### config.mk
export PLATFORM = sky130hd
export DESIGN_NAME = hid_keyboard_report_queue
export DESIGN_NICKNAME = d
export VERILOG_FILES = /design/src/hw/rtl/hkrq_pkg.sv /design/src/hw/rtl/hkrq_ctrl.sv /design/src/hw/rtl/hkrq_dp.sv /design/src/hw/rtl/hid_keyboard_report_queue.sv
export SDC_FILE = /design/constraint.sdc
export NUM_CORES = 1
export LEC_CHECK = 0
export BUFFER_PORTS_ARGS = -buffer_cell sky130_fd_sc_hd__buf_2
export CORE_ASPECT_RATIO = 1.25
export CORE_MARGIN = 4
export CORE_UTILIZATION = 45
export CTS_CLUSTER_SIZE = 8
export DETAILED_ROUTE_END_ITERATION = 8
export GPL_TIMING_DRIVEN = 0
export SYNTH_ARGS = -nofsm -noshare
export SYNTH_HDL_FRONTEND = slang
export SYNTH_SLANG_ARGS = --single-unit
export TNS_END_PERCENT = 1
### constraint.sdc
create_clock -name i_clk -period 8.9 [get_ports i_clk]
set_input_delay 0.89 -clock i_clk [delete_from_list [all_inputs] [get_ports i_clk]]
set_output_delay 0.89 -clock i_clk [all_outputs]
set_load 0.01 [all_outputs]
### src/hw/rtl/hkrq_pkg.sv
// Package for the keyboard report queue: sizes, operation codes,
// the report layout and the controller-to-datapath command struct.
// Depends on nothing; every other file of the block imports it.
package hkrq_pkg;

    localparam int KEY_SLOTS   = 6;
    localparam int REPORT_KEYS = 6;
    localparam int QUEUE_DEPTH = 16;
    localparam int PTR_W       = $clog2(QUEUE_DEPTH);

    typedef enum logic [2:0] {
        OP_PRESS       = 3'd0,
        OP_RELEASE     = 3'd1,
        OP_RELEASE_ALL = 3'd2,
        OP_SET_MOD     = 3'd3,
        OP_CLEAR_MOD   = 3'd4,
        OP_SEND        = 3'd5
    } t_op;

    // Boot-keyboard report without the reserved byte, which is always zero.
    typedef struct packed {
        logic [7:0]                  modifier;
        logic [REPORT_KEYS-1:0][7:0] keys;
    } t_report;

    typedef struct packed {
        logic load;
    } t_ctrl_cmd;

    function automatic logic [PTR_W-1:0] ptr_next(input logic [PTR_W-1:0] p);
        logic [PTR_W-1:0] q;
        if (p == PTR_W'(QUEUE_DEPTH - 1)) begin
            q = '0;
        end else begin
            q = p + 1'b1;
        end
        return q;
    endfunction

endpackage

### src/hw/rtl/hkrq_ctrl.sv
// Controller of the keyboard report queue: request handshakes and sequencing.
// Depends on hkrq_pkg.
module hkrq_ctrl (
    input  logic              i_clk,
    input  logic              i_rst_n,
    input  logic              i_in_valid,
    output logic              o_in_ready,
    output logic              o_out_valid,
    input  logic              i_out_ready,
    output hkrq_pkg::t_ctrl_cmd o_cmd
);
    import hkrq_pkg::*;

    typedef enum logic [1:0] {
        ST_IDLE = 2'b01,
        ST_OUT  = 2'b10
    } t_state;

    t_state r_state;
    t_state n_state;

    always_comb begin
        n_state = r_state;
        unique case (r_state)
            ST_IDLE: begin
                if (i_in_valid) begin
                    n_state = ST_OUT;
                end
            end
            ST_OUT: begin
                if (i_out_ready) begin
                    n_state = ST_IDLE;
                end
            end
            default: begin
                n_state = ST_IDLE;
            end
        endcase
    end

    always_ff @(posedge i_clk) begin
        if (!i_rst_n) begin
            r_state <= ST_IDLE;
        end else begin
            r_state <= n_state;
        end
    end

    assign o_in_ready  = (r_state == ST_IDLE);
    assign o_out_valid = (r_state == ST_OUT);
    assign o_cmd.load  = (r_state == ST_IDLE) && i_in_valid;

    a_load_gives_result: assert property (@(posedge i_clk) disable iff (!i_rst_n)
        o_cmd.load |=> o_out_valid)
        else $error("accepted request did not produce a result");

    a_one_at_a_time: assert property (@(posedge i_clk) disable iff (!i_rst_n)
        !(o_in_ready && o_out_valid))
        else $error("input taken while a result is pending");

    a_hold_until_taken: assert property (@(posedge i_clk) disable iff (!i_rst_n)
        (o_out_valid && !i_out_ready) |=> o_out_valid)
        else $error("result dropped before it was taken");

endmodule

### src/hw/rtl/hkrq_dp.sv
// Datapath of the keyboard report queue: held-key table, modifier byte,
// report ring memory and the result registers. Depends on hkrq_pkg.
module hkrq_dp (
    input  logic                i_clk,
    input  logic                i_rst_n,
    input  hkrq_pkg::t_ctrl_cmd i_cmd,
    input  logic [2:0]          i_op,
    input  logic [7:0]          i_key_or_mask,
    input  logic                i_host_configured,
    input  logic                i_endpoint_ready,
    output logic                o_op_ok,
    output logic                o_report_valid,
    output hkrq_pkg::t_report   o_report
);
    import hkrq_pkg::*;

    logic [KEY_SLOTS-1:0][7:0] r_held;
    logic [KEY_SLOTS-1:0][7:0] n_held;
    logic [7:0]                r_mod;
    logic [7:0]                n_mod;
    logic [PTR_W-1:0]          r_wp;
    logic [PTR_W-1:0]          n_wp;
    logic [PTR_W-1:0]          r_rp;
    logic [PTR_W-1:0]          n_rp;

    t_report r_ring [QUEUE_DEPTH];
    t_report r_rd_data;
    t_report r_snap;
    logic    r_ok;
    logic    r_pop;
    logic    r_bypass;
    logic    n_ok;
    logic    n_pop;
    logic    n_bypass;
    logic    push;

    t_report          snapshot;
    logic             any_match;
    logic             any_zero;
    logic             done;
    logic [PTR_W-1:0] wp_after;

    always_comb begin
        snapshot.modifier = r_mod;
        for (int i = 0; i < REPORT_KEYS; i++) begin
            if (i < KEY_SLOTS) begin
                snapshot.keys[i] = r_held[i];
            end else begin
                snapshot.keys[i] = '0;
            end
        end
    end

    always_comb begin
        any_match = 1'b0;
        any_zero  = 1'b0;
        for (int i = 0; i < KEY_SLOTS; i++) begin
            if (r_held[i] == i_key_or_mask) begin
                any_match = 1'b1;
            end
            if (r_held[i] == 8'd0) begin
                any_zero = 1'b1;
            end
        end
    end

    always_comb begin
        n_held   = r_held;
        n_mod    = r_mod;
        n_rp     = r_rp;
        n_ok     = 1'b0;
        n_pop    = 1'b0;
        n_bypass = 1'b0;
        push     = 1'b0;
        done     = 1'b0;
        wp_after = r_wp;
        unique case (i_op)
            OP_PRESS: begin
                if (any_match) begin
                    n_ok = 1'b1;
                end else if (any_zero) begin
                    n_ok = 1'b1;
                    for (int i = 0; i < KEY_SLOTS; i++) begin
                        if (!done && r_held[i] == 8'd0) begin
                            n_held[i] = i_key_or_mask;
                            done      = 1'b1;
                        end
                    end
                end
            end
            OP_RELEASE: begin
                n_ok = any_match;
                for (int i = 0; i < KEY_SLOTS; i++) begin
                    if (!done && r_held[i] == i_key_or_mask) begin
                        n_held[i] = '0;
                        done      = 1'b1;
                    end
                end
            end
            OP_RELEASE_ALL: begin
                n_held = '0;
                n_mod  = '0;
            end
            OP_SET_MOD: begin
                n_mod = r_mod | i_key_or_mask;
            end
            OP_CLEAR_MOD: begin
                n_mod = r_mod & ~i_key_or_mask;
            end
            OP_SEND: begin
                n_ok = i_host_configured && i_endpoint_ready;
                // A full ring drops the snapshot but still reports success.
                push = n_ok && (ptr_next(r_wp) != r_rp);
                if (push) begin
                    wp_after = ptr_next(r_wp);
                end
                n_pop = i_endpoint_ready && (wp_after != r_rp);
                // Empty ring before the push: the popped report is this snapshot.
                n_bypass = n_pop && (r_wp == r_rp);
                if (n_pop) begin
                    n_rp = ptr_next(r_rp);
                end
            end
            default: begin
            end
        endcase
        n_wp = wp_after;
    end

    always_ff @(posedge i_clk) begin
        if (!i_rst_n) begin
            r_held <= '0;
            r_mod  <= '0;
            r_wp   <= '0;
            r_rp   <= '0;
            r_ok   <= 1'b0;
            r_pop  <= 1'b0;
        end else if (i_cmd.load) begin
            r_held <= n_held;
            r_mod  <= n_mod;
            r_wp   <= n_wp;
            r_rp   <= n_rp;
            r_ok   <= n_ok;
            r_pop  <= n_pop;
        end
    end

    always_ff @(posedge i_clk) begin
        if (i_cmd.load) begin
            r_bypass  <= n_bypass;
            r_snap    <= snapshot;
            r_rd_data <= r_ring[r_rp];
            if (push) begin
                r_ring[r_wp] <= snapshot;
            end
        end
    end

    assign o_op_ok        = r_ok;
    assign o_report_valid = r_pop;
    assign o_report       = !r_pop ? '0 : (r_bypass ? r_snap : r_rd_data);

    a_ptrs_only_on_send: assert property (@(posedge i_clk) disable iff (!i_rst_n)
        (i_cmd.load && i_op != OP_SEND) |=> ($stable(r_wp) && $stable(r_rp)))
        else $error("queue pointers moved on a non-send request");

    a_no_pop_when_busy: assert property (@(posedge i_clk) disable iff (!i_rst_n)
        (i_cmd.load && !i_endpoint_ready) |=> !r_pop)
        else $error("report popped while endpoint not ready");

    a_table_kept_on_send: assert property (@(posedge i_clk) disable iff (!i_rst_n)
        (i_cmd.load && i_op == OP_SEND) |=> ($stable(r_held) && $stable(r_mod)))
        else $error("send changed the key table");

endmodule

### src/hw/rtl/hid_keyboard_report_queue.sv
// A request accepted at a clock edge presents its result from the cycle after that edge.
// A new request is accepted only once the previous result has been taken, since the
// controller alternates between taking a request and holding its result. A stalled
// result holds off the next request.
// Reset (i_rst_n low at a clock edge) clears the key table, the modifiers and both
// ring pointers; ring contents are not cleared and are only read once written.
// Depends on hkrq_pkg, hkrq_ctrl and hkrq_dp.
module hid_keyboard_report_queue (
    input  logic       i_clk,
    input  logic       i_rst_n,
    // Request channel.
    input  logic       i_in_valid,
    output logic       o_in_ready,
    input  logic [2:0] i_op,
    input  logic [7:0] i_key_or_mask,
    input  logic       i_host_configured,
    input  logic       i_endpoint_ready,
    // Result channel.
    output logic       o_out_valid,
    input  logic       i_out_ready,
    output logic       o_op_ok,
    output logic       o_report_valid,
    output logic [7:0] o_report_modifier,
    output logic [7:0] o_report_key_a,
    output logic [7:0] o_report_key_b,
    output logic [7:0] o_report_key_c,
    output logic [7:0] o_report_key_d,
    output logic [7:0] o_report_key_e,
    output logic [7:0] o_report_key_f
);
    import hkrq_pkg::*;

    // The controller holds only its sequencing state; every other piece of state lives
    // in the datapath and is updated only in the cycle in which a request is
    // accepted.
    t_ctrl_cmd cmd;
    t_report   report;

    hkrq_ctrl u_ctrl (
        .i_clk       (i_clk),
        .i_rst_n     (i_rst_n),
        .i_in_valid  (i_in_valid),
        .o_in_ready  (o_in_ready),
        .o_out_valid (o_out_valid),
        .i_out_ready (i_out_ready),
        .o_cmd       (cmd)
    );

    // The datapath holds the six-slot table, the modifier byte and the
    // ring of queued reports. A successful send pushes a snapshot unless the ring
    // is full, then pops at most one report; when the ring was empty the popped
    // report is the snapshot itself and comes straight from a holding register.
    hkrq_dp u_dp (
        .i_clk             (i_clk),
        .i_rst_n           (i_rst_n),
        .i_cmd             (cmd),
        .i_op              (i_op),
        .i_key_or_mask     (i_key_or_mask),
        .i_host_configured (i_host_configured),
        .i_endpoint_ready  (i_endpoint_ready),
        .o_op_ok           (o_op_ok),
        .o_report_valid    (o_report_valid),
        .o_report          (report)
    );

    // Key slots map onto the report bytes in order; the fields read zero
    // when no report is popped.
    assign o_report_modifier = report.modifier;
    assign o_report_key_a    = report.keys[0];
    assign o_report_key_b    = report.keys[1];
    assign o_report_key_c    = report.keys[2];
    assign o_report_key_d    = report.keys[3];
    assign o_report_key_e    = report.keys[4];
    assign o_report_key_f    = report.keys[5];

endmodule

==> impl_results.md, run 1 <==
- Outcome: finished clean
- GRT overflow: 0
- DRT iter0 DRCs: 2011
- Avg WL per Cell: 29.81 um
- Initial core utilization: 0.4556
- Cts bufs inserted: 152
- Port bufs: 64
- Worst-path clk slew: 0.06 ns
- Drt first pass iters: 6
- Part of the cycle the worst path needs: 0.5198
- CTS tree: done
- Dpl hpwl: 61300 um
- Std cell rows: 124
- Hold/Removal Path Class: input pin to flip-flop
- Setup CP Type: flip-flop to output pin
- RSZ-0062 raised after global routing: no
- Leak: 0.01564 uW
- H-tree Lvls: 4
- Worst-Skew Late Latency: 0.74 ns
- Post-route cell area: 0.04867 mm^2
- Final min period: 4.626 ns
- CP Data Arrival Time: 3.74 ns
- Share of layout cells above drive strength 1: 0.2755
- Syn nets: 1971
- Max_cap viols: 0
- Number of synthesis warnings: 0
- Post-CTS sizing: 0
- Fin. Hold Viols: 0
- Peak supply drop: 146.8 uV
- Synthesized area: 0.04185 mm^2
- Register area share after synthesis: 0.7566
- Synth area leaders: edfxtp_1 (72%), mux4_2 (15%), dfxtp_1 (3.3%)
- Routed WL: 103100 um
- Area grow syn2layout: 16.31%
- CP startpoint kind: flip-flop
- Setup TNS: 0 ns
- Gate Count Post-Synth: 1949
- Die ar.: 0.09797 mm^2
- Clock root cell: clkbuf_16
- Gr usage total: 0.2136
- Post-DP Area: 0.04446 mm^2
- # IOs: 77
- Crit Path Max Fanout: 10
- Final setup violation count: 0
- Largest net degree at the start of global routing: 69
- Synth top area share: 0.7240
- Most frequent cells in the layout: edfxtp_1 (1009), mux4_2 (280), clkbuf_16 (155), mux2i_1 (108), clkbuf_1 (93)
- Dominant synthesized flop cell: edfxtp_1
- Endpoint class of the critical path: output pin
- Die height: 348.9 um
- Average footprint of a synthesized cell: 21.47 um^2
- Fillers: 7067
- ANT nets after route: 0
- Worst path required time: 8.01 ns
- Worst slew margin: 0.1288
- Drc violations: 0
- Clk buf depth: 3
- Final core area utilization: 0.5299
- Core area: 0.09185 mm^2
- Hold_buf cts: 0
- Chip Width: 280.8 um
- Vias in the first global route: 21464
- Final RePlAce weighted congestion: 0.8108
- Final nets: 2234
- Post-CTS setup buffers: 0
- Max Clock Skew: 0.02692 ns
- First-pass GRT wire length: 149200 um
- Slew Viols, Final: 0
- Post-synth EDFFs: 1009
- Vias: 20482
- CTS Sinks: 1077
- Reg2Reg Setup Slack: 4.99 ns
- Average vias per placed instance: 5.923
- Top cell type by total area after synthesis: edfxtp_1
- Pwr per Cell Area: 225.5 mW/mm^2
- Worst-margin pin slew: 1.307 ns
- Initial antenna violation count: 1
- Max frequency: 216.2 MHz
- Antenna Cells: 0
- Seq cells post-synth: 1077
- Ys async rst share: 0
- Synth unique cells: 58
- Commonest non-fill, non-tap cell in the layout: edfxtp_1
cell usage after synthesis (2+ instances only):
cell type and count:
and2_1 2, clkbuf_1 58, edfxtp_1 1009, xnor2_1 35
nand2_1 86, ha_1 5, nand3_1 4, xor2_1 21
buf_1 15, a21oi_1 24, mux2i_1 108, o21ai_0 10
nor3_4 2, and3_1 14, nand4b_1 2, or4_1 2
buf_2 22, nor2b_1 61, nor3b_1 4, a31oi_1 6
or3_1 4, nor4_1 16, buf_4 10, o211ai_1 2
nor3_1 3, mux4_2 280, a211o_1 2, nand4_1 9
inv_1 8, dfxtp_1 68, nor2_1 27, clkbuf_2 2
o21ai_1 3
metal layers:
| metal | track usage | wire length (um) |
|---|---|---|
| met5 | 0 | 0 |
| met1 | 0.2766 | 40020 |
| met2 | 0.3721 | 54260 |
| met3 | 0.03615 | 6014 |
| met4 | 0.06673 | 2795 |
flip-flops by register name, summed over array words and instances, names as in the netlist:
signal,cells
u_dp.o_op_ok,1
u_dp.r_snap,56
u_dp.o_report_valid,1
u_ctrl.r_state,2
u_dp.r_wp,4
u_dp.r_rd_data,56
u_dp.r_held,48
u_dp.r_mod,8
u_dp.r_ring,896
u_dp.r_bypass,1
u_dp.r_rp,4
path summary, 6_finish.rpt:
path | from | to | cells after the start
worst max-delay path | u_dp.r_bypass | o_report_key_c[1] | 5
worst min-delay path | i_out_ready | u_ctrl.r_state[1] | 4
worst max register to register | u_dp.r_rp[0] | u_dp.r_rd_data[18] | 5
worst min register to register | u_dp.o_op_ok | u_dp.o_op_ok | 2
cell type report:
cell class	instances	area, um^2	share of cell area
plain buffers	108	480.5	0.009871
inverters	9	38.79	0.0007969
multi-input cells	755	9753	0.2004
well taps	1197	1498	0.03077
clock inverters	13	203.9	0.004190
clock buffers	190	4010	0.08239
repair buffers	109	1027	0.02111
flip-flops and latches	1077	31660	0.6505
worst max-delay path: stages (launching register included):
cell and delay, ns:
edfxtp_1 0.34, clkbuf_1 0.96, clkbuf_1 0.96, mux2i_1 0.48, nor2b_1 0.09, buf_2 0.16
cells by family (layout without fill, tap and decap cells):
| family | count (synthesis) | after routing | synth area share |
|---|---|---|---|
| adders and majority gates | 5 | 5 | 0.001495 |
| xor gates and xnor gates | 58 | 58 | 0.01265 |
| DFF | 1077 | 1077 | 0.7566 |
| muxes | 389 | 389 | 0.1768 |
| and+or+nand+nor | 245 | 245 | 0.03109 |
| buffers and inverters | 117 | 429 | 0.01229 |
| AOI/OAI and AO/OA | 58 | 58 | 0.009120 |
through the flow:
stage               hold WS, ns  total power, uW  std cells  setup slack [ns]
floorplan                0.4762             5819       1949             2.215
global placement         0.4441             5900       3210            -3.922
detailed placement       0.4706             5905       3255             4.953
CTS                      0.4149            11070       3458             4.163
global route             0.4478            11310       3458             4.187
finish                   0.4618            10980       3458             4.274
power breakdown:
part | switching [uW] | total, uW | internal, uW
logic | 120 | 184 | 63.9
registers | 59.1 | 5630 | 5570
clock network | 2040 | 5160 | 3130
No activity file was read; power rests on OpenSTA's default activity.
==> run 2, diff against run 1 <==
Clock period 8.9 ns to 3.7 ns, I/O delays scaled along.
==> impl_results.md, run 2 (synthesis gave the netlist of run 1 again) <==
- RSZ-0062 raised after global routing: yes
- Core area: 0.09185 mm^2 (unchanged)
- Worst slew margin: 0.1357 (+0.006995)
- DRT iter0 DRCs: 2057 (+2.3%)
- Clk buf depth: 3 (unchanged)
- CP Data Arrival Time: 4.17 ns (+0.43 ns)
- H-tree Lvls: 4 (unchanged)
- Final non-filler cell total: 3456 (-0.058%)
- Most frequent cells in the layout: edfxtp_1 (1009), mux4_2 (280), clkbuf_16 (152), mux2i_1 (108), clkbuf_1 (87)
- HP Start: i_endpoint_ready
- Area grow syn2layout: 16.91%
- Internal cell power: 21010 uW (+140%)
- Initial core utilization: 0.4556 (unchanged)
- First-pass GRT wire length: 150500 um (+0.88%)
- Biggest regs: u_dp.r_ring (896), u_dp.r_rd_data (56), u_dp.r_snap (56)
- Die height: 348.9 um (unchanged)
- Commonest non-fill, non-tap cell in the layout: edfxtp_1
- Pwr per Cell Area: 541.2 mW/mm^2 (+140%)
- Part of the power in combinational logic: 0.017 (about the same)
- CTS Sinks: 1077 (unchanged)
- ANT nets after route: 0 (unchanged)
- Clock root cell: clkbuf_16
- Dpl cells: 3247 (-0.25%)
- Avg WL per Cell: 30.19 um (+1.3%)
- Max_cap viols: 0 (unchanged)
- Crit Path Max Fanout: 10 (unchanged)
- Gr usage total: 0.2160 (+0.002359)
- CP startpoint kind: flip-flop
- Worst-path clk slew: 0.05 ns (about the same)
- GRT overflow: 0 (unchanged)
- Chip Width: 280.8 um (unchanged)
- Worst-margin pin slew: 1.296 ns (-0.01049 ns)
- Largest reg by FF count: u_dp.r_ring
- Share of layout cells above drive strength 1: 0.2774 (+0.001818)
- Endpoint class of the critical path: flip-flop
- Final nets: 2231 (-0.13%)
- Slew Viols, Final: 0 (unchanged)
- Start point of the critical path: u_dp.r_rp[0]
- Leak: 0.01570 uW (+0.38%)
- Clk pwr share: 0.472 (about the same)
- Worst path required time: 4.17 ns (-3.84 ns)
- Fin. Hold Viols: 0 (unchanged)
- Setup ws final: -0.0004303 ns (-4.274 ns)
- Critical R2R Launch: u_dp.r_rp[0]
- Vias in the first global route: 21598 (+0.62%)
- Std cell rows: 124 (unchanged)
- Post-route cell area: 0.04893 mm^2 (+0.52%)
- Average vias per placed instance: 5.918 (about the same)
- Largest net degree at the start of global routing: 38 (-45%)
- Failing checks: negative setup slack
- Part of the cycle the worst path needs: 1.000
- Drt first pass iters: 5 (-1)
- Final min period: 3.700 ns
- Worst-Skew Late Latency: 0.75 ns (about the same)
- Post-DP Area: 0.04460 mm^2 (+0.32%)
- Final setup violation count: 1 (+1)
- Drc violations: 0 (unchanged)
- Routed WL: 104300 um (+1.2%)
- Largest register FFs: 896 (unchanged)
- Die ar.: 0.09797 mm^2 (unchanged)
- Setup TNS: -0.0004303 ns (-0.0004303 ns)
- Final core area utilization: 0.5327 (+0.002765)
- Outcome: complete, but fails checks
- Peak supply drop: 420.7 uV (+190%)
- Port bufs: 64 (unchanged)
- Final RePlAce weighted congestion: 0.8142 (+0.42%)
- Cts bufs inserted: 152 (unchanged)
- Hold/Removal Path Class: input pin to flip-flop
- Max frequency: 270.2 MHz
- # IOs: 77 (unchanged)
- Max Clock Skew: 0.02518 ns (-0.001739 ns)
- Initial antenna violation count: 2 (+1)
- CTS tree: done
- Vias: 20451 (-0.15%)
- Reg power frac: 0.511 (-0.002)
- Setup CP Type: flip-flop to flip-flop
- Minimum hold slack: 0.05478 ns (-0.4070 ns)
- Dpl hpwl: 62360 um (+1.7%)
- Net switching power: 5471 uW (+150%)
- Switching fraction of total power: 0.2066 (+0.004529)
[run 2: worst paths after layout]
kind,end,slack (ns),cells after the start
hold reg to reg,u_dp.o_op_ok,0.47,2
setup reg to reg,u_dp.r_rd_data[52],-0.0004,5
hold / removal,u_dp.r_bypass,0.05,3
setup / recovery,u_dp.r_rd_data[52],-0.0004,5
[run 2: worst max-delay path: stages (launching register included)]
cell,delay (ns)
dfxtp_1,0.33
clkbuf_1,0.44
buf_1,0.87
clkbuf_1,0.69
mux4_2,0.62
mux4_2,0.47
[run 2: layout make-up]
cell class,instances,area [um^2]
multi-input cells,755,9788
diodes,2,5.005
flip-flops and latches,1077,31660
well taps,1197,1498
repair buffers,106,1181
clock buffers,186,3931
clock inverters,16,314.1
fillers,7028,42920
plain buffers,108,509.2
inverters,9,37.54
[run 2: metrics by stage]
step                power, uW  setup WS [ns]
global placement        14190         -2.182
floorplan               14000       0.007037
detailed placement      14220        -0.3068
global route            27270       -0.08052
CTS                     26690       0.001138
finish                  26480     -0.0004303
[run 2: what timing repair did]
item / in CTS / in global routing
buffers inserted: 0 / 1
pin swaps: 0 / 2
gates cloned: 0 / 0
hold buffers: 4 / 0
endpoints found under the hold margin: 5 / 0
gates resized for setup: 7 / 12
endpoints found under the setup margin: 66 / 135
[run 2: per-layer routing]
layer  wire length, um  track usage  vias up
li1                  -            -     8531
met3              5764      0.03788      156
met4              2590      0.06569        0
met5                 0            0        -
met1             41340       0.2801    11043
met2             54640       0.3757      721
[run 2: power groups by stage]
stage / Combinational [uW] / Clock [uW] / Sequential, uW
floorplan: 295 / 0 / 13700
global placement: 429 / 0 / 13800
detailed placement: 456 / 0 / 13800
CTS: 462 / 12700 / 13500
global route: 493 / 13200 / 13500
finish: 460 / 12500 / 13500
